<file path="src/pap_pkg.sv">
// shared types and constants for the popup anchor placement block
package pap_pkg;

	localparam int SHADOW_BITS = 10;
	localparam int GRAV_BITS   = 4;
	localparam int CFG_IDX_BITS = 3;

	// gravity codes
	localparam logic [GRAV_BITS-1:0] GRAV_NW     = 4'd0;
	localparam logic [GRAV_BITS-1:0] GRAV_N      = 4'd1;
	localparam logic [GRAV_BITS-1:0] GRAV_NE     = 4'd2;
	localparam logic [GRAV_BITS-1:0] GRAV_W      = 4'd3;
	localparam logic [GRAV_BITS-1:0] GRAV_CENTER = 4'd4;
	localparam logic [GRAV_BITS-1:0] GRAV_E      = 4'd5;
	localparam logic [GRAV_BITS-1:0] GRAV_SW     = 4'd6;
	localparam logic [GRAV_BITS-1:0] GRAV_S      = 4'd7;
	localparam logic [GRAV_BITS-1:0] GRAV_SE     = 4'd8;
	localparam logic [GRAV_BITS-1:0] GRAV_STATIC = 4'd9;

	// position factor along one axis: 0 near edge, 1 middle, 2 far edge
	localparam logic [1:0] FAC_ZERO = 2'd0;
	localparam logic [1:0] FAC_HALF = 2'd1;
	localparam logic [1:0] FAC_FULL = 2'd2;

	// hint mask bit positions
	localparam int HINT_FLIP_X   = 0;
	localparam int HINT_FLIP_Y   = 1;
	localparam int HINT_SLIDE_X  = 2;
	localparam int HINT_SLIDE_Y  = 3;
	localparam int HINT_RESIZE_X = 4;
	localparam int HINT_RESIZE_Y = 5;

	// configuration register indexes
	localparam logic [CFG_IDX_BITS-1:0] REG_BOUNDS_X      = 3'd0;
	localparam logic [CFG_IDX_BITS-1:0] REG_BOUNDS_Y      = 3'd1;
	localparam logic [CFG_IDX_BITS-1:0] REG_BOUNDS_WIDTH  = 3'd2;
	localparam logic [CFG_IDX_BITS-1:0] REG_BOUNDS_HEIGHT = 3'd3;
	localparam logic [CFG_IDX_BITS-1:0] REG_SHADOW_LEFT   = 3'd4;
	localparam logic [CFG_IDX_BITS-1:0] REG_SHADOW_RIGHT  = 3'd5;
	localparam logic [CFG_IDX_BITS-1:0] REG_SHADOW_TOP    = 3'd6;
	localparam logic [CFG_IDX_BITS-1:0] REG_SHADOW_BOTTOM = 3'd7;

	typedef struct packed {
		logic flip;
		logic slide;
		logic resize;
	} pap_hint_t;

	// static counts as west on x
	function automatic logic [1:0] factor_x(input logic [GRAV_BITS-1:0] g);
		logic [1:0] f;
		case (g) inside
			GRAV_NW, GRAV_W, GRAV_SW, GRAV_STATIC: f = FAC_ZERO;
			GRAV_NE, GRAV_E, GRAV_SE:              f = FAC_FULL;
			default:                               f = FAC_HALF;
		endcase
		return f;
	endfunction

	// static counts as north on y
	function automatic logic [1:0] factor_y(input logic [GRAV_BITS-1:0] g);
		logic [1:0] f;
		case (g) inside
			GRAV_NW, GRAV_N, GRAV_NE, GRAV_STATIC: f = FAC_ZERO;
			GRAV_SW, GRAV_S, GRAV_SE:              f = FAC_FULL;
			default:                               f = FAC_HALF;
		endcase
		return f;
	endfunction

endpackage

</file>
<file path="src/pap_cfg.sv">
// configuration registers: work area bounds and shadow margins
module pap_cfg #(
	parameter int COORD_BITS = 16,
	parameter int DATA_BITS  = 16
) (
	input  logic                                 clk,
	input  logic                                 arst_n,
	input  logic                                 wr_en,
	input  logic [pap_pkg::CFG_IDX_BITS-1:0]     wr_index,
	input  logic [DATA_BITS-1:0]                 wr_data,
	output logic signed [COORD_BITS-1:0]         bounds_x,
	output logic signed [COORD_BITS-1:0]         bounds_y,
	output logic [COORD_BITS-2:0]                bounds_width,
	output logic [COORD_BITS-2:0]                bounds_height,
	output logic [pap_pkg::SHADOW_BITS-1:0]      marg_left,
	output logic [pap_pkg::SHADOW_BITS-1:0]      marg_right,
	output logic [pap_pkg::SHADOW_BITS-1:0]      marg_top,
	output logic [pap_pkg::SHADOW_BITS-1:0]      marg_bottom
);
	import pap_pkg::*;

	logic signed [COORD_BITS-1:0] bx_q, by_q;
	logic [COORD_BITS-2:0]        bw_q, bh_q;
	logic [SHADOW_BITS-1:0]       sl_q, sr_q, st_q, sb_q;

	always_ff @(posedge clk or negedge arst_n) begin
		if (!arst_n) begin
			bx_q <= '0;
			by_q <= '0;
			bw_q <= '0;
			bh_q <= '0;
			sl_q <= '0;
			sr_q <= '0;
			st_q <= '0;
			sb_q <= '0;
		end else if (wr_en) begin
			case (wr_index)
				REG_BOUNDS_X:      bx_q <= wr_data[COORD_BITS-1:0];
				REG_BOUNDS_Y:      by_q <= wr_data[COORD_BITS-1:0];
				REG_BOUNDS_WIDTH:  bw_q <= wr_data[COORD_BITS-2:0];
				REG_BOUNDS_HEIGHT: bh_q <= wr_data[COORD_BITS-2:0];
				REG_SHADOW_LEFT:   sl_q <= wr_data[SHADOW_BITS-1:0];
				REG_SHADOW_RIGHT:  sr_q <= wr_data[SHADOW_BITS-1:0];
				REG_SHADOW_TOP:    st_q <= wr_data[SHADOW_BITS-1:0];
				REG_SHADOW_BOTTOM: sb_q <= wr_data[SHADOW_BITS-1:0];
				default: ;
			endcase
		end
	end

	assign bounds_x      = bx_q;
	assign bounds_y      = by_q;
	assign bounds_width  = bw_q;
	assign bounds_height = bh_q;
	assign marg_left     = sl_q;
	assign marg_right    = sr_q;
	assign marg_top      = st_q;
	assign marg_bottom   = sb_q;

endmodule

</file>
<file path="src/pap_axis.sv">
// six-stage placement pipeline for one axis: place, flip, slide, trim, restore shadows
module pap_axis #(
	parameter int COORD_BITS = 16
) (
	input  logic                               clk,
	input  logic                               arst_n,
	input  logic                               in_valid,
	input  logic signed [COORD_BITS-1:0]       anc_pos,
	input  logic [COORD_BITS-2:0]              anc_size,
	input  logic [COORD_BITS-2:0]              win_size,
	input  logic [1:0]                         anchor_fac,
	input  logic [1:0]                         win_fac,
	input  logic signed [COORD_BITS-1:0]       offset,
	input  pap_pkg::pap_hint_t                 hint,
	input  logic signed [COORD_BITS-1:0]       bound_pos,
	input  logic [COORD_BITS-2:0]              bound_size,
	input  logic [pap_pkg::SHADOW_BITS-1:0]    shadow_lo,
	input  logic [pap_pkg::SHADOW_BITS-1:0]    shadow_hi,
	output logic                               out_valid,
	output logic signed [COORD_BITS+1:0]       flip_pos,
	output logic signed [COORD_BITS+1:0]       flip_size,
	output logic signed [COORD_BITS+1:0]       final_pos,
	output logic signed [COORD_BITS+1:0]       final_size,
	output logic                               flipped,
	output logic                               size_changed
);
	import pap_pkg::*;

	// internal width holds every exact intermediate value
	localparam int W  = (COORD_BITS + 4 > 16) ? COORD_BITS + 4 : 16;
	localparam int OW = COORD_BITS + 2;

	// (f * s) / 2 with truncation toward zero
	function automatic logic signed [W-1:0] scale_term(input logic [1:0] f,
	                                                   input logic signed [W-1:0] s);
		logic signed [W-1:0] adj;
		logic signed [W-1:0] res;
		adj = s + $signed({{(W-1){1'b0}}, s[W-1]});
		case (f)
			FAC_ZERO: res = '0;
			FAC_HALF: res = adj >>> 1;
			default:  res = s;
		endcase
		return res;
	endfunction

	logic signed [W-1:0] bp_w, be_q, sl_w, sh_w, rs_w;

	logic v_s1, v_s2, v_s3, v_s4, v_s5, v_s6;

	logic signed [W-1:0] iw_s1, a1_s1, a2_s1;
	logic [1:0]          wf_s1;
	pap_hint_t           hint_s1;

	logic signed [W-1:0] iw_s2, p1_s2, p2_s2;
	pap_hint_t           hint_s2;

	logic signed [W-1:0] iw_s3, p_s3;
	logic                fl_s3;
	pap_hint_t           hint_s3;

	logic signed [W-1:0] iw_s4, p_s4, q_s4;
	logic                fl_s4;
	pap_hint_t           hint_s4;

	logic signed [W-1:0] iw_s5, p_s5, q_s5, sz_s5;
	logic                fl_s5;
	pap_hint_t           hint_s5;

	logic signed [OW-1:0] fpos_s6, fsize_s6, qpos_s6, qsize_s6;
	logic                 fl_s6, diff_s6;

	logic                fit1, fit2, use_second;
	logic signed [W-1:0] slid;
	logic signed [W-1:0] tq, tsz;

	assign bp_w = W'(bound_pos);
	assign sl_w = $signed(W'(shadow_lo));
	assign sh_w = $signed(W'(shadow_hi));
	assign rs_w = $signed(W'(anc_size));

	always_ff @(posedge clk) begin
		be_q <= bp_w + $signed(W'(bound_size));
	end

	always_ff @(posedge clk or negedge arst_n) begin
		if (!arst_n) begin
			v_s1 <= 1'b0;
			v_s2 <= 1'b0;
			v_s3 <= 1'b0;
			v_s4 <= 1'b0;
			v_s5 <= 1'b0;
			v_s6 <= 1'b0;
		end else begin
			v_s1 <= in_valid;
			v_s2 <= v_s1;
			v_s3 <= v_s2;
			v_s4 <= v_s3;
			v_s5 <= v_s4;
			v_s6 <= v_s5;
		end
	end

	// stage 1: inner size and anchor points of both placements
	always_ff @(posedge clk) begin
		iw_s1   <= $signed(W'(win_size)) - sl_w - sh_w;
		a1_s1   <= W'(anc_pos) + scale_term(anchor_fac, rs_w) + W'(offset);
		a2_s1   <= W'(anc_pos) + scale_term(FAC_FULL - anchor_fac, rs_w) - W'(offset);
		wf_s1   <= win_fac;
		hint_s1 <= hint;
	end

	// stage 2: subtract window point
	always_ff @(posedge clk) begin
		p1_s2   <= a1_s1 - scale_term(wf_s1, iw_s1);
		p2_s2   <= a2_s1 - scale_term(FAC_FULL - wf_s1, iw_s1);
		iw_s2   <= iw_s1;
		hint_s2 <= hint_s1;
	end

	// stage 3: with the flip hint, keep mirrored placement only if first leaves bounds and mirror fits
	always_comb begin
		fit1 = (p1_s2 >= bp_w) && (p1_s2 + iw_s2 <= be_q);
		fit2 = (p2_s2 >= bp_w) && (p2_s2 + iw_s2 <= be_q);
		use_second = hint_s2.flip && !fit1 && fit2;
	end

	always_ff @(posedge clk) begin
		p_s3    <= use_second ? p2_s2 : p1_s2;
		fl_s3   <= use_second;
		iw_s3   <= iw_s2;
		hint_s3 <= hint_s2;
	end

	// stage 4: with the slide hint, slide into bounds, far edge first then near edge
	always_comb begin
		slid = p_s3;
		if (p_s3 + iw_s3 > be_q) begin
			slid = be_q - iw_s3;
		end
		if (slid < bp_w) begin
			slid = bp_w;
		end
	end

	always_ff @(posedge clk) begin
		q_s4    <= hint_s3.slide ? slid : p_s3;
		p_s4    <= p_s3;
		fl_s4   <= fl_s3;
		iw_s4   <= iw_s3;
		hint_s4 <= hint_s3;
	end

	// stage 5: with the resize hint, trim size to bounds
	always_comb begin
		tq  = q_s4;
		tsz = iw_s4;
		if (tq < bp_w) begin
			tsz = tsz - (bp_w - tq);
			tq  = bp_w;
		end
		if (tq + tsz > be_q) begin
			tsz = be_q - tq;
		end
	end

	always_ff @(posedge clk) begin
		q_s5    <= hint_s4.resize ? tq : q_s4;
		sz_s5   <= hint_s4.resize ? tsz : iw_s4;
		p_s5    <= p_s4;
		fl_s5   <= fl_s4;
		iw_s5   <= iw_s4;
		hint_s5 <= hint_s4;
	end

	// stage 6: shadows back in, reduce to output width
	always_ff @(posedge clk) begin
		fpos_s6  <= OW'(p_s5 - sl_w);
		fsize_s6 <= OW'(iw_s5 + sl_w + sh_w);
		qpos_s6  <= OW'(q_s5 - sl_w);
		qsize_s6 <= OW'(sz_s5 + sl_w + sh_w);
		fl_s6    <= fl_s5;
		diff_s6  <= (sz_s5 != iw_s5);
	end

	assign out_valid    = v_s6;
	assign flip_pos     = fpos_s6;
	assign flip_size    = fsize_s6;
	assign final_pos    = qpos_s6;
	assign final_size   = qsize_s6;
	assign flipped      = fl_s6;
	assign size_changed = diff_s6;

`ifndef NO_ASSERTIONS
	a_slide_inside: assert property (@(posedge clk) disable iff (!arst_n)
		v_s4 && hint_s4.slide |-> q_s4 >= bp_w)
		else $error("slid position left of bounds");

	a_no_resize_same_size: assert property (@(posedge clk) disable iff (!arst_n)
		v_s5 && !hint_s5.resize |=> !diff_s6)
		else $error("size changed without resize hint");

	a_flip_needs_hint: assert property (@(posedge clk) disable iff (!arst_n)
		v_s4 && fl_s4 |-> $past(hint_s2.flip, 2))
		else $error("flip taken without flip hint");
`endif

endmodule

</file>
<file path="src/popup_anchor_placement.sv">
// top level of the popup anchor placement block
//
// places a popup window next to an anchor rectangle inside a work area
// request channel: start with the anchor, window and hint fields; a request
// is taken at every clock edge where start is high and busy is low
// busy is always low: the block takes a new request in every cycle
// result channel: done is high for one cycle with all result fields valid;
// the receiver has no way to hold results off and none are needed
// a request passes through all stages of both axis pipelines before its result
// shows; throughput one request per cycle
// the x and y axes each run a six-stage pipeline (placement points, window
// point, flip choice, slide, trim, shadow restore)
// config channel: cfg_valid/cfg_ready with cfg_index and cfg_data, always
// ready; write only while no request is in flight
// reset: clears bounds and shadows to zero and empties the pipeline
module popup_anchor_placement #(
	parameter int COORD_BITS = 16
) (
	input  logic                                clk,
	input  logic                                arst_n,

	// request channel
	input  logic                                start,
	output logic                                busy,
	input  logic signed [COORD_BITS-1:0]        anchor_x,
	input  logic signed [COORD_BITS-1:0]        anchor_y,
	input  logic [COORD_BITS-2:0]               anchor_width,
	input  logic [COORD_BITS-2:0]               anchor_height,
	input  logic [COORD_BITS-2:0]               window_width,
	input  logic [COORD_BITS-2:0]               window_height,
	input  logic [pap_pkg::GRAV_BITS-1:0]       anchor_gravity,
	input  logic [pap_pkg::GRAV_BITS-1:0]       window_gravity,
	input  logic [5:0]                          hint_mask,
	input  logic signed [COORD_BITS-1:0]        offset_x,
	input  logic signed [COORD_BITS-1:0]        offset_y,

	// result channel
	output logic                                done,
	output logic signed [COORD_BITS+1:0]        flipped_left,
	output logic signed [COORD_BITS+1:0]        flipped_top,
	output logic signed [COORD_BITS+1:0]        flipped_w,
	output logic signed [COORD_BITS+1:0]        flipped_h,
	output logic signed [COORD_BITS+1:0]        final_left,
	output logic signed [COORD_BITS+1:0]        final_top,
	output logic signed [COORD_BITS+1:0]        final_w,
	output logic signed [COORD_BITS+1:0]        final_h,
	output logic                                flipped_horizontal,
	output logic                                flipped_vertical,
	output logic                                resize_needed,

	// configuration channel
	input  logic                                cfg_valid,
	output logic                                cfg_ready,
	input  logic [pap_pkg::CFG_IDX_BITS-1:0]    cfg_index,
	input  logic [((COORD_BITS > pap_pkg::SHADOW_BITS) ?
	               COORD_BITS : pap_pkg::SHADOW_BITS)-1:0] cfg_data
);
	import pap_pkg::*;

	// config data is wide enough for the coordinates and the shadow margins
	localparam int DATA_BITS = (COORD_BITS > SHADOW_BITS) ? COORD_BITS : SHADOW_BITS;

	logic signed [COORD_BITS-1:0] bounds_x, bounds_y;
	logic [COORD_BITS-2:0]        bounds_width, bounds_height;
	logic [SHADOW_BITS-1:0]       marg_left, marg_right, marg_top, marg_bottom;

	logic       req_take;
	pap_hint_t  hint_x, hint_y;
	logic       done_x, done_y;
	logic       diff_x, diff_y;

	// never stalls: every start is a taken request
	assign busy      = 1'b0;
	assign cfg_ready = 1'b1;
	assign req_take  = start & ~busy;

	pap_cfg #(
		.COORD_BITS (COORD_BITS),
		.DATA_BITS  (DATA_BITS)
	) u_cfg (
		.clk           (clk),
		.arst_n        (arst_n),
		.wr_en         (cfg_valid & cfg_ready),
		.wr_index      (cfg_index),
		.wr_data       (cfg_data),
		.bounds_x      (bounds_x),
		.bounds_y      (bounds_y),
		.bounds_width  (bounds_width),
		.bounds_height (bounds_height),
		.marg_left     (marg_left),
		.marg_right    (marg_right),
		.marg_top      (marg_top),
		.marg_bottom   (marg_bottom)
	);

	// split the hint mask per axis
	always_comb begin
		hint_x.flip   = hint_mask[HINT_FLIP_X];
		hint_x.slide  = hint_mask[HINT_SLIDE_X];
		hint_x.resize = hint_mask[HINT_RESIZE_X];
		hint_y.flip   = hint_mask[HINT_FLIP_Y];
		hint_y.slide  = hint_mask[HINT_SLIDE_Y];
		hint_y.resize = hint_mask[HINT_RESIZE_Y];
	end

	// horizontal axis: static gravity acts as west
	pap_axis #(
		.COORD_BITS (COORD_BITS)
	) u_axis_x (
		.clk          (clk),
		.arst_n       (arst_n),
		.in_valid     (req_take),
		.anc_pos      (anchor_x),
		.anc_size     (anchor_width),
		.win_size     (window_width),
		.anchor_fac   (factor_x(anchor_gravity)),
		.win_fac      (factor_x(window_gravity)),
		.offset       (offset_x),
		.hint         (hint_x),
		.bound_pos    (bounds_x),
		.bound_size   (bounds_width),
		.shadow_lo    (marg_left),
		.shadow_hi    (marg_right),
		.out_valid    (done_x),
		.flip_pos     (flipped_left),
		.flip_size    (flipped_w),
		.final_pos    (final_left),
		.final_size   (final_w),
		.flipped      (flipped_horizontal),
		.size_changed (diff_x)
	);

	// vertical axis: static gravity acts as north
	pap_axis #(
		.COORD_BITS (COORD_BITS)
	) u_axis_y (
		.clk          (clk),
		.arst_n       (arst_n),
		.in_valid     (req_take),
		.anc_pos      (anchor_y),
		.anc_size     (anchor_height),
		.win_size     (window_height),
		.anchor_fac   (factor_y(anchor_gravity)),
		.win_fac      (factor_y(window_gravity)),
		.offset       (offset_y),
		.hint         (hint_y),
		.bound_pos    (bounds_y),
		.bound_size   (bounds_height),
		.shadow_lo    (marg_top),
		.shadow_hi    (marg_bottom),
		.out_valid    (done_y),
		.flip_pos     (flipped_top),
		.flip_size    (flipped_h),
		.final_pos    (final_top),
		.final_size   (final_h),
		.flipped      (flipped_vertical),
		.size_changed (diff_y)
	);

	// both axes run in lockstep
	assign done          = done_x & done_y;
	assign resize_needed = diff_x | diff_y;

`ifndef NO_ASSERTIONS
	a_axes_lockstep: assert property (@(posedge clk) disable iff (!arst_n)
		done_x == done_y)
		else $error("axis pipelines out of step");

	a_done_after_request: assert property (@(posedge clk) disable iff (!arst_n)
		done |-> $past(req_take, 6))
		else $error("result without matching request");

	a_request_gives_done: assert property (@(posedge clk) disable iff (!arst_n)
		req_take |-> ##6 done)
		else $error("request lost in pipeline");
`endif

endmodule
</file>
<file path="config.mk">
export PLATFORM = sky130hd
export DESIGN_NAME = popup_anchor_placement
export DESIGN_NICKNAME = d
export VERILOG_FILES = /design/src/pap_pkg.sv /design/src/pap_cfg.sv /design/src/pap_axis.sv /design/src/popup_anchor_placement.sv
export SDC_FILE = /design/constraint.sdc
export NUM_CORES = 2
export LEC_CHECK = 0
export BUFFER_PORTS_ARGS = -buffer_cell sky130_fd_sc_hd__buf_2
export CAP_MARGIN = 20
export CORE_UTILIZATION = 55
export CTS_CLUSTER_SIZE = 20
export DETAILED_ROUTE_END_ITERATION = 8
export GPL_TIMING_DRIVEN = 0
export HOLD_SLACK_MARGIN = 0.1
export PLACE_DENSITY = 0.76
export SKIP_CTS_REPAIR_TIMING = 1
export SYNTH_ARGS = -nofsm -noshare
export SYNTH_HDL_FRONTEND = slang
export SYNTH_SLANG_ARGS = --single-unit
</file>
<file path="constraint.sdc">
create_clock -name clk -period 9.1 [get_ports clk]
set_input_delay 1.82 -clock clk [delete_from_list [all_inputs] [get_ports clk]]
set_output_delay 1.82 -clock clk [all_outputs]
set_load 0.01 [all_outputs]
</file>
==> results.txt <==
The flow ran to the end, and the final reports show no timing, DRC or antenna violations. The sink of the worst hold path is u_axis_y.flipped. Leaving out fill and tap cells, the most frequent cell in the layout is sky130_fd_sc_hd__ha_1. The die boundary width is 337.9 um. The maximum level of the CTS H-tree is 3. On the critical path, the stage with the largest delay is an instance of sky130_fd_sc_hd__or4_4. The average instance in the mapped netlist occupies 8.895 um^2. The time the final worst path needs with I/O delays and setup came out at approximately 8.8 ns.

The flop and latch count out of synthesis came out at 898. The post-route clock period utilization came out at 97.10%. Relative to the synthesized area, the layout overhead comes to 11.76%. In this run the remaining antenna-violating nets after routing total 0.

After synthesis, flip-flops and latches occupy 29.83% of the total area. The tightest min-delay check is of the flop to flop type. TritonCTS built the clock tree. The synthesized net count came out at ~8200. The largest fanout on the critical path came out at 10. For this block, the routed nets add up to between 150000 and 200000 um of wire. The first global-routing pass estimated 271200 um of wire.

The final worst setup slack is 0.2643 ns. Summing all placed instances gives a cell area of around 65000 um^2. The endpoint class of the critical path is a flop. The mapped cell area is between 60000 and 70000 um^2. The number of design-rule violations left by the first detailed-router iteration is 4053. For this run, the post-layout net count is 8630. The first detailed-routing pass took 5 iterations. CTS placed an instance of sky130_fd_sc_hd__clkbuf_16 at the clock tree root. The number of antenna violations at the first check in global routing was 7.

The transition at the pin with the smallest max-transition slack came out at about 1.1 ns. Counting flops with a built-in enable in the synthesized netlist gives 0. The number of max-slew violations in the final report came out at 0.

The endpoint of the worst-slack reg-to-reg timing path is u_axis_y.sz_s5[5]. The via count of the first global-routing pass came out at roughly 50000. In this run the tool buffered the top-level ports with 303 buffer cells. Clock tree synthesis inserted a total of slightly above 90 buffers. At the end of the flow the core is filled with cells to between 60% and 70%. The final hold violation count was 0. For this run, the top clock speed supported by timing is between 0.1 and 0.15 GHz. The floorplan has between 100 and 150 rows. The area share of the largest cell type after synthesis came out at between 20% and 30%. The effective utilization at floorplan is approximately 56%.

The normalized max-slew margin is ~27%. Counting stages on the worst path, the most repeated cell is sky130_fd_sc_hd__nand2_1. During I/O placement, the number of pins put on the boundary was roughly 310. For this run, the slowest stage of the critical path takes roughly 0.57 ns. The count of clock tree sinks is 898. The core box area is 111300 um^2. The unique cell type count in the Yosys netlist came out at 92. The number of non-filler instances in the completed layout is approximately 9000. The critical path in this run is classified as flop to flop. The cell depth of the worst flop-to-flop path is 37. The async set-or-reset flop fraction in the synthesized netlist came out at about an eighth. The final instance area is approximately 70000 um^2. The detail-routed via count per cell is about 5.7.

Setup violations remaining at the end of the flow were counted as 0. Setup slack on the worst reg-to-reg path comes out at ~0.26 ns. Entering global routing, the biggest net connects 70 pins. Synthesis handed over a netlist of 6978 instances. The top cell types in the final layout, fill and taps aside, are 883 x sky130_fd_sc_hd__ha_1, 794 x sky130_fd_sc_hd__inv_1, 789 x sky130_fd_sc_hd__dfxtp_1. The clock transition at the register clock pins on the worst setup and hold paths after CTS came out at approximately 0.060 ns. The reg-to-reg startpoint is u_cfg.bounds_y[15]. After detailed routing, the number of remaining DRC violations is 0. The total number of vias came out at about 51000.

The worst setup timing slack at the placement stage is -2.494 ns. The startpoint identified for the worst hold timing path is u_axis_y.fl_s5. The area of the die is 114200 um^2.

The worst hold path depth is 0. Cells with a size suffix above 1 make up between 10 and 15% of the layout. The wire length per cell after detailed routing is slightly above 20 um. Summed over all instances, the cell type with the most area after synthesis is sky130_fd_sc_hd__dfxtp_1. The critical path launch point type is a flop.

In the synthesized netlist the dominant register cell turns out to be sky130_fd_sc_hd__dfxtp_1. On the final layout, the worst clock skew is between 0.03 and 0.04 ns. For this run, the number of Yosys warnings is 0. After legalization and detailed placement, the total HPWL measured between 150000 and 200000 um. The placed cell count is just under 9000.

The global placer's final weighted congestion came out at 0.9858. In the post-synthesis netlist, the biggest area contributors are sky130_fd_sc_hd__dfxtp_1 25%, sky130_fd_sc_hd__ha_1 18%, sky130_fd_sc_hd__xnor2_1 5.4%. The total grt overflow came out at 0.

The maximum buffer depth of the clock tree is 3. For the worst setup path, the data required time is 9.61 ns. The height of the die came out at approximately 340 um.

The filler cells instantiated in the layout total approximately 9500. The source-to-sink clock delay at the later pin of the worst-skew pair is approximately 0.69 ns. Max-cap violations in this run came to 0. Data arrives at the worst endpoint at between 9 and 10 ns. The global-route total usage across every layer came out at between 30% and 40%.
through the flow:
step	TNS [ns]	hold slack, ns
final	0	0.3251
after global routing	-0.03932	0.3287
after CTS	-112.10	0.3233
after detailed placement	-108.76	0.3121
after global placement	-99.79	0.3095
after floorplan	0	0.3096
area by class of cell:
class                      count  area (um^2)  area share [%]
timing repair inverter         2        10.01         0.01443
clock buffer                 114         2643           3.810
clock inverter                58        615.6          0.8874
multi-input combinational   5144        40210           57.96
buffer                       129        565.5          0.8153
sequential                   898        18530           26.71
inverter                     804         3048           4.394
tap                         1488         1862           2.684
timing repair buffer         347         1871           2.697
antenna                        7        17.52         0.02525
synthesized netlist by cell type (139+ instances only):
cell and number:
sky130_fd_sc_hd__a21o_1 237, sky130_fd_sc_hd__a21oi_1 554, sky130_fd_sc_hd__dfxtp_1 790, sky130_fd_sc_hd__fa_1 166, sky130_fd_sc_hd__ha_1 884, sky130_fd_sc_hd__inv_1 802
sky130_fd_sc_hd__mux2_2 139, sky130_fd_sc_hd__nand2_1 372, sky130_fd_sc_hd__nor2_1 497, sky130_fd_sc_hd__o21ai_0 405, sky130_fd_sc_hd__xnor2_1 385, sky130_fd_sc_hd__xor2_1 194
kinds of logic after synthesis:
kind of cell               count (synthesis)  share of synthesized area (%)
and+or+nand+nor                         1609                          12.43
other                                      2                        0.01210
buffers and inverters                    936                          5.675
AOI/OAI and AO/OA                       1693                          16.98
adders and majority gates               1058                          23.30
muxes                                    202                          3.560
xor gates and xnor gates                 580                          8.206
DFF                                      898                          29.83
critical path, delay by kind of cell (launching register included):
kind                     cells  cell delay [ns]
AO/OA/AOI/OAI               11             2.71
XOR/XNOR                     1             0.18
adder cells (fa/ha/maj)      4             1.26
buffers and inverters        6             1.12
AND/OR/NAND/NOR             11             1.70
flip-flops                   1             0.47
multiplexers                 4             1.22
worst max-delay path by stage:
stage	slack, ns	to	cells past startpoint	from
after floorplan	0.28	u_axis_y.sz_s5[12]	35	u_cfg.bounds_y[15]
after global placement	-2.42	u_axis_y.sz_s5[8]	37	u_cfg.bounds_y[15]
after detailed placement	-2.49	u_axis_y.sz_s5[15]	35	u_cfg.bounds_y[15]
after CTS	-2.52	u_axis_y.sz_s5[15]	35	u_cfg.bounds_y[15]
after global routing	-0.02	u_axis_y.sz_s5[5]	37	u_cfg.bounds_y[15]
final	0.26	u_axis_y.sz_s5[5]	37	u_cfg.bounds_y[15]
metal layers:
layer  share of wire [%]  track usage [%]
met2                  43            48.20
met4                 3.4            10.40
met5               0.015                0
met3                 8.0            5.366
met1                  46            43.24
Power is left out: the tool's default activity adds up to more than one toggle a clock period on the data nets, which glitch-free logic cannot reach.
